## config.mk

```make
export PLATFORM = sky130hd
export DESIGN_NAME = radgat_ctrl
export DESIGN_NICKNAME = d
export VERILOG_FILES = /design/src/sv/radgat_pkg.sv /design/src/sv/radgat_ctrl.sv
export SDC_FILE = /design/constraint.sdc
export NUM_CORES = 1
export LEC_CHECK = 0
export ABC_AREA = 1
export BUFFER_PORTS_ARGS = -buffer_cell sky130_fd_sc_hd__buf_2
export CORE_ASPECT_RATIO = 1.2
export CORE_UTILIZATION = 48
export CTS_CLUSTER_DIAMETER = 50
export CTS_CLUSTER_SIZE = 20
export DETAILED_ROUTE_END_ITERATION = 16
export PLACE_DENSITY = 0.71
export SLEW_MARGIN = 15
export SYNTH_ARGS = -nofsm -noshare
export SYNTH_HDL_FRONTEND = slang
export SYNTH_SLANG_ARGS = --single-unit
```

## constraint.sdc

```tcl
create_clock -name clk -period 2.9 [get_ports clk]
set_input_delay 0.145 -clock clk [delete_from_list [all_inputs] [get_ports clk]]
set_output_delay 0.145 -clock clk [all_outputs]
set_load 0.01 [all_outputs]
```

## src/sv/radgat_pkg.sv

```systemverilog
`timescale 1ns / 1ps
`default_nettype none

package radgat_pkg;

  localparam int MILL_LEN    = 19;
  localparam int BELT_STAGES = 13;
  localparam int BELT_ROWS   = 3;
  localparam int BELT_LEN    = 39;
  localparam int BLOCK_BYTES = 12;
  localparam int FEED_WORDS  = 12;

  localparam logic [1:0] CMD_ABSORB = 2'd0;
  localparam logic [1:0] CMD_END    = 2'd1;
  localparam logic [1:0] CMD_DRAW   = 2'd2;
  localparam logic [1:0] CMD_CLEAR  = 2'd3;

  localparam logic [7:0] PAD_BYTE  = 8'h01;
  localparam logic [3:0] LAST_POS  = 4'(BLOCK_BYTES - 1);

  typedef logic [31:0] word_t;
  typedef word_t mill_t [MILL_LEN];
  typedef word_t belt_t [BELT_LEN];

  typedef enum logic [1:0] {
    S_IDLE,
    S_ROUND,
    S_DRAW
  } state_t;

  // controller -> datapath
  typedef struct packed {
    logic       load_byte;
    logic       load_pad;
    logic [3:0] byte_pos;
    logic       do_round;
    logic       clear;
    logic       push_round_w1;
    logic       push_w2;
  } dp_cmd_t;

  // datapath -> controller
  typedef struct packed {
    logic q_space;
  } dp_stat_t;

  function automatic word_t rotr(input word_t x, input int r);
    word_t res;
    if (r == 0) begin
      res = x;
    end else begin
      res = (x >> r) | (x << (32 - r));
    end
    return res;
  endfunction

  // mill part of one full round
  function automatic mill_t round_mill(input mill_t m, input belt_t b);
    mill_t g;
    mill_t nm;
    int    p;
    int    rot;
    rot = 0;
    for (int i = 0; i < MILL_LEN; i++) begin
      p   = (i * 7) % MILL_LEN;
      rot = (rot + i) & 31;
      g[i] = rotr(m[p] ^ (m[(p + 1) % MILL_LEN] | ~m[(p + 2) % MILL_LEN]), rot);
    end
    for (int i = 0; i < MILL_LEN; i++) begin
      nm[i] = g[i] ^ g[(i + 1) % MILL_LEN] ^ g[(i + 4) % MILL_LEN];
    end
    nm[0] = nm[0] ^ 32'd1;
    // last stage of each row after feedforward; stage 12 gets no feedforward
    for (int r = 0; r < BELT_ROWS; r++) begin
      nm[BELT_STAGES + r] = nm[BELT_STAGES + r] ^ b[r * BELT_STAGES + BELT_STAGES - 1];
    end
    return nm;
  endfunction

  // belt part of one full round
  function automatic belt_t round_belt(input mill_t m, input belt_t b);
    belt_t a;
    belt_t nb;
    int    base;
    a = b;
    for (int i = 0; i < FEED_WORDS; i++) begin
      a[(i % BELT_ROWS) * BELT_STAGES + i] = a[(i % BELT_ROWS) * BELT_STAGES + i] ^ m[i + 1];
    end
    for (int r = 0; r < BELT_ROWS; r++) begin
      base = r * BELT_STAGES;
      nb[base] = a[base + BELT_STAGES - 1];
      for (int s = 1; s < BELT_STAGES; s++) begin
        nb[base + s] = a[base + s - 1];
      end
    end
    return nb;
  endfunction

endpackage

`default_nettype wire

```

## src/sv/radgat_ctrl.sv

```systemverilog
`timescale 1ns / 1ps
`default_nettype none

module radgat_ctrl
  import radgat_pkg::*;
#(
  parameter int BLANK_ROUNDS = 17
) (
  input  wire logic       clk,
  input  wire logic       rst_n,
  input  wire logic       in_valid,
  input  wire logic [1:0] in_cmd,
  output logic            in_ready,
  input  wire dp_stat_t   stat,
  output dp_cmd_t         dcmd
);

  localparam int CNT_W = $clog2(BLANK_ROUNDS + 1);

  state_t           state_r, state_nxt;
  logic [3:0]       pos_r, pos_nxt;
  logic             phase_r, phase_nxt;
  logic [CNT_W-1:0] cnt_r, cnt_nxt;
  logic             accept;

  assign in_ready = (state_r == S_IDLE) && stat.q_space;
  assign accept   = in_valid && in_ready;

  always_ff @(posedge clk) begin
    if (!rst_n) begin
      state_r <= S_IDLE;
      pos_r   <= '0;
      phase_r <= 1'b1;
      cnt_r   <= '0;
    end else begin
      state_r <= state_nxt;
      pos_r   <= pos_nxt;
      phase_r <= phase_nxt;
      cnt_r   <= cnt_nxt;
    end
  end

  // next state
  always_comb begin
    state_nxt = state_r;
    unique case (state_r)
      S_IDLE: begin
        if (accept) begin
          unique case (in_cmd)
            CMD_ABSORB: if (pos_r == LAST_POS) state_nxt = S_ROUND;
            CMD_END:    state_nxt = S_ROUND;
            CMD_DRAW:   if (phase_r) state_nxt = S_DRAW;
            CMD_CLEAR:  state_nxt = S_IDLE;
            default:    state_nxt = S_IDLE;
          endcase
        end
      end
      S_ROUND: if (cnt_r == CNT_W'(1)) state_nxt = S_IDLE;
      S_DRAW:  state_nxt = S_IDLE;
      default: state_nxt = S_IDLE;
    endcase
  end

  // outputs and side registers
  always_comb begin
    dcmd          = '0;
    dcmd.byte_pos = pos_r;
    pos_nxt       = pos_r;
    phase_nxt     = phase_r;
    cnt_nxt       = cnt_r;
    unique case (state_r)
      S_IDLE: begin
        if (accept) begin
          unique case (in_cmd)
            CMD_ABSORB: begin
              dcmd.load_byte = 1'b1;
              if (pos_r == LAST_POS) begin
                pos_nxt = '0;
                cnt_nxt = CNT_W'(1);
              end else begin
                pos_nxt = pos_r + 4'd1;
              end
            end
            CMD_END: begin
              dcmd.load_pad = 1'b1;
              pos_nxt       = '0;
              phase_nxt     = 1'b1;
              cnt_nxt       = CNT_W'(BLANK_ROUNDS);
            end
            CMD_DRAW: begin
              if (!phase_r) dcmd.push_w2 = 1'b1;
              phase_nxt = !phase_r;
            end
            CMD_CLEAR: begin
              dcmd.clear = 1'b1;
              pos_nxt    = '0;
              phase_nxt  = 1'b1;
            end
            default: ;
          endcase
        end
      end
      S_ROUND: begin
        dcmd.do_round = 1'b1;
        cnt_nxt       = cnt_r - CNT_W'(1);
      end
      S_DRAW: begin
        dcmd.do_round      = 1'b1;
        dcmd.push_round_w1 = 1'b1;
      end
      default: ;
    endcase
  end

`ifndef ASSERT_OFF
  a_pos_range: assert property (@(posedge clk) disable iff (!rst_n)
    pos_r <= LAST_POS) else $error("byte position past block end");

  a_round_cnt: assert property (@(posedge clk) disable iff (!rst_n)
    (state_r == S_ROUND) |-> (cnt_r != '0)) else $error("round count empty while busy");

  a_draw_phase: assert property (@(posedge clk) disable iff (!rst_n)
    (state_r == S_DRAW) |-> !phase_r) else $error("draw round with phase still set");
`endif

endmodule

`default_nettype wire

```

==> impl_metrics.toml <==
[global_route]
grt_pass1_vias = 763
antenna_found_initial = 0
grt_util_all_layers_pct = 21.8
grt_max_degree = 11
grt_first_pass_wirelength_mm = 2.92
overflow = 0

[timing]
fin_skew_ns = 0.00674
slew_headroom_pct = 79.8
rsz0062_at_grt = "false"
timing_hold_violations_final = 0
setup_viol = 0
fin_tns_setup_ns = 0
worst_slew_pin_slew_ns = 0.303
clock.fmax_ghz = 0.567
maxSlewViolCount = 0
min_period_ns = 1.76
period_share_pct = 60.8
layout_setup_ws_ns = 1.14

[clock_network]
cts_setup_buffers = 0
cts_buffers = 3
clock_path_buffers = 2
cts_resized = 0
h-tree-depth = 1
clk_latency_ns = 0.29
cts_tree = "yes"
clk_transition_reported_paths_ns = 0.08
holdBufCountCts = 0
clock_tree.root_cell = "clkbuf_4"
numClockSinks = 12

[floorplan]
io_pins = 17
std_cell_rows = 16
die_w_um = 40.6
fp.dieArea_um2 = 1960
die-height_um = 48.4
design.core.area_um2 = 1660
initial_core_util_pct = 51.7

[worst_setup_path]
worstReg2RegStart = "state_r[0]"
cp-end-kind = "output port"
required_ns = 2.76
cp_max_fo = 6
startpoint = "state_r[1]"
crit_path_start_kind = "flop"
crit_type = "reg -> out"
critPathArrivalTime_ns = 1.62

[synthesis]
yosys-top-cells-area = "dfxtp_1, nand2_1, ha_1"
syn_inst = 130
netlist_area_um2 = 860
synth-main-ff-cell = "dfxtp_1"
ys_seq_area_share_pct = 27.9
synthDominantCellAreaShare_pct = 27.9
synth_edf_count = 0
yosysUniqueCellTypes = 22
yosysTopAreaCell = "dfxtp_1"
synth_warnings = 0
synth_most_common_cell = "nand2_1"
syn-num-nets = 143
synth.cells.most_frequent = "nand2_1, nor2_1, inv_1, dfxtp_1, nand3_1"
synthArstFlopShare_pct = 0
ys_ff_latch = 12
avgSynthCellArea_um2 = 6.61

[place]
gp_congestion = 0.798
port_buffers = 16
post-place-ws_ns = 1.40
place_hpwl_mm = 1.38

[worst_hold_path]
hp-class = "in -> reg"
hold_path_startpoint = "rst_n"

[final_layout]
syn_to_final_growth_pct = 15.6
drive_gt1_share_pct = 22.8
n_antenna_cell = 0
nNetsFinal = 163

[routing]
first_pass_iters = 4
drtAntennaViolNets = 0
drc = 0
via_per_inst = 4.98
drt_wl_total_mm = 1.76
dr.first_iter.drc_count = 8
num_vias = 832
wl_per_cell_um = 10.5

[run_status]
status = "complete, no violations"

[power]
p_per_area_nw_per_um2 = 946
power_leakage_uw = 0.000521
ir_drop_mv = 0.502

[run]
max_cap_violations = 0
==> power by group <==
part | internal (µW) | switching [µW]
registers | 212 | 27.3
clock network | 76.6 | 62.1
logic | 203 | 360
==> through the flow <==
stage,instance area [µm²],total power [µW],util [%],instances,hold WS (ns)
after floorplan,860,699,-,130,0.321
after global placement,957,792,57.6,163,0.448
after detailed placement,957,804,57.6,163,0.452
after CTS,993,945,59.8,167,0.153
after global routing,993,1050,59.8,167,0.158
final,993,940,59.8,167,0.150
==> state kept, by name, indices dropped and copies added, names as in the netlist <==
signal   cells
state_r      2
cnt_r        5
pos_r        4
phase_r      1
==> cell usage in the layout (no fill, tap or decap), types with 3 or more instances in the layout <==
cell type / count
nor2_1: 22
inv_2: 3
nand3_1: 9
clkbuf_4: 3
nor2_2: 3
o21ai_0: 3
a21oi_1: 5
buf_2: 16
ha_1: 7
nand2_1: 29
inv_1: 18
nor3_1: 3
dfxtp_1: 12
==> final timing paths <==
kind              cells past startpoint  slack [ns]        to
setup / recovery                      7        1.14   dcmd[9]
hold / removal                        2        0.15   phase_r
setup reg to reg                      8        1.39  cnt_r[0]
hold reg to reg                       2        0.50  pos_r[1]
==> worst max-delay path, cell delays in order, from the launching register on <==
cell	delay [ns]
dfxtp_1	0.32
inv_1	0.11
ha_1	0.26
nand2_1	0.09
clkinv_2	0.08
nand3_4	0.10
nor3_4	0.20
buf_2	0.17
==> metal layers <==
metal	up-vias	share of wire (%)	global-route usage, %
met2	19	46	33.1
met1	361	47	25.1
met3	6	3.8	5.50
met4	0	3.4	15.0
li1	446	-	-
met5	-	0	0
==> cells by family after synthesis <==
| kind of cell | Yosys count | synth area share [%] |
|---|---|---|
| AND/OR/NAND/NOR | 75 | 42.9 |
| AO/OA/AOI/OAI | 11 | 6.55 |
| flip-flops | 12 | 27.9 |
| adder cells (fa/ha/maj) | 7 | 10.2 |
| buffers and inverters | 23 | 10.3 |
| XOR/XNOR | 2 | 2.04 |
==> layout make-up <==
| type | instances | area [µm²] |
|---|---|---|
| fillers | 169 | 668 |
| multi-input cells | 95 | 531 |
| flip-flops and latches | 12 | 240 |
| inverters | 22 | 83.8 |
| repair buffers | 16 | 80.1 |
| clock buffers | 4 | 36.3 |
| well taps | 18 | 22.5 |
No activity file was read; power rests on OpenSTA's default activity.
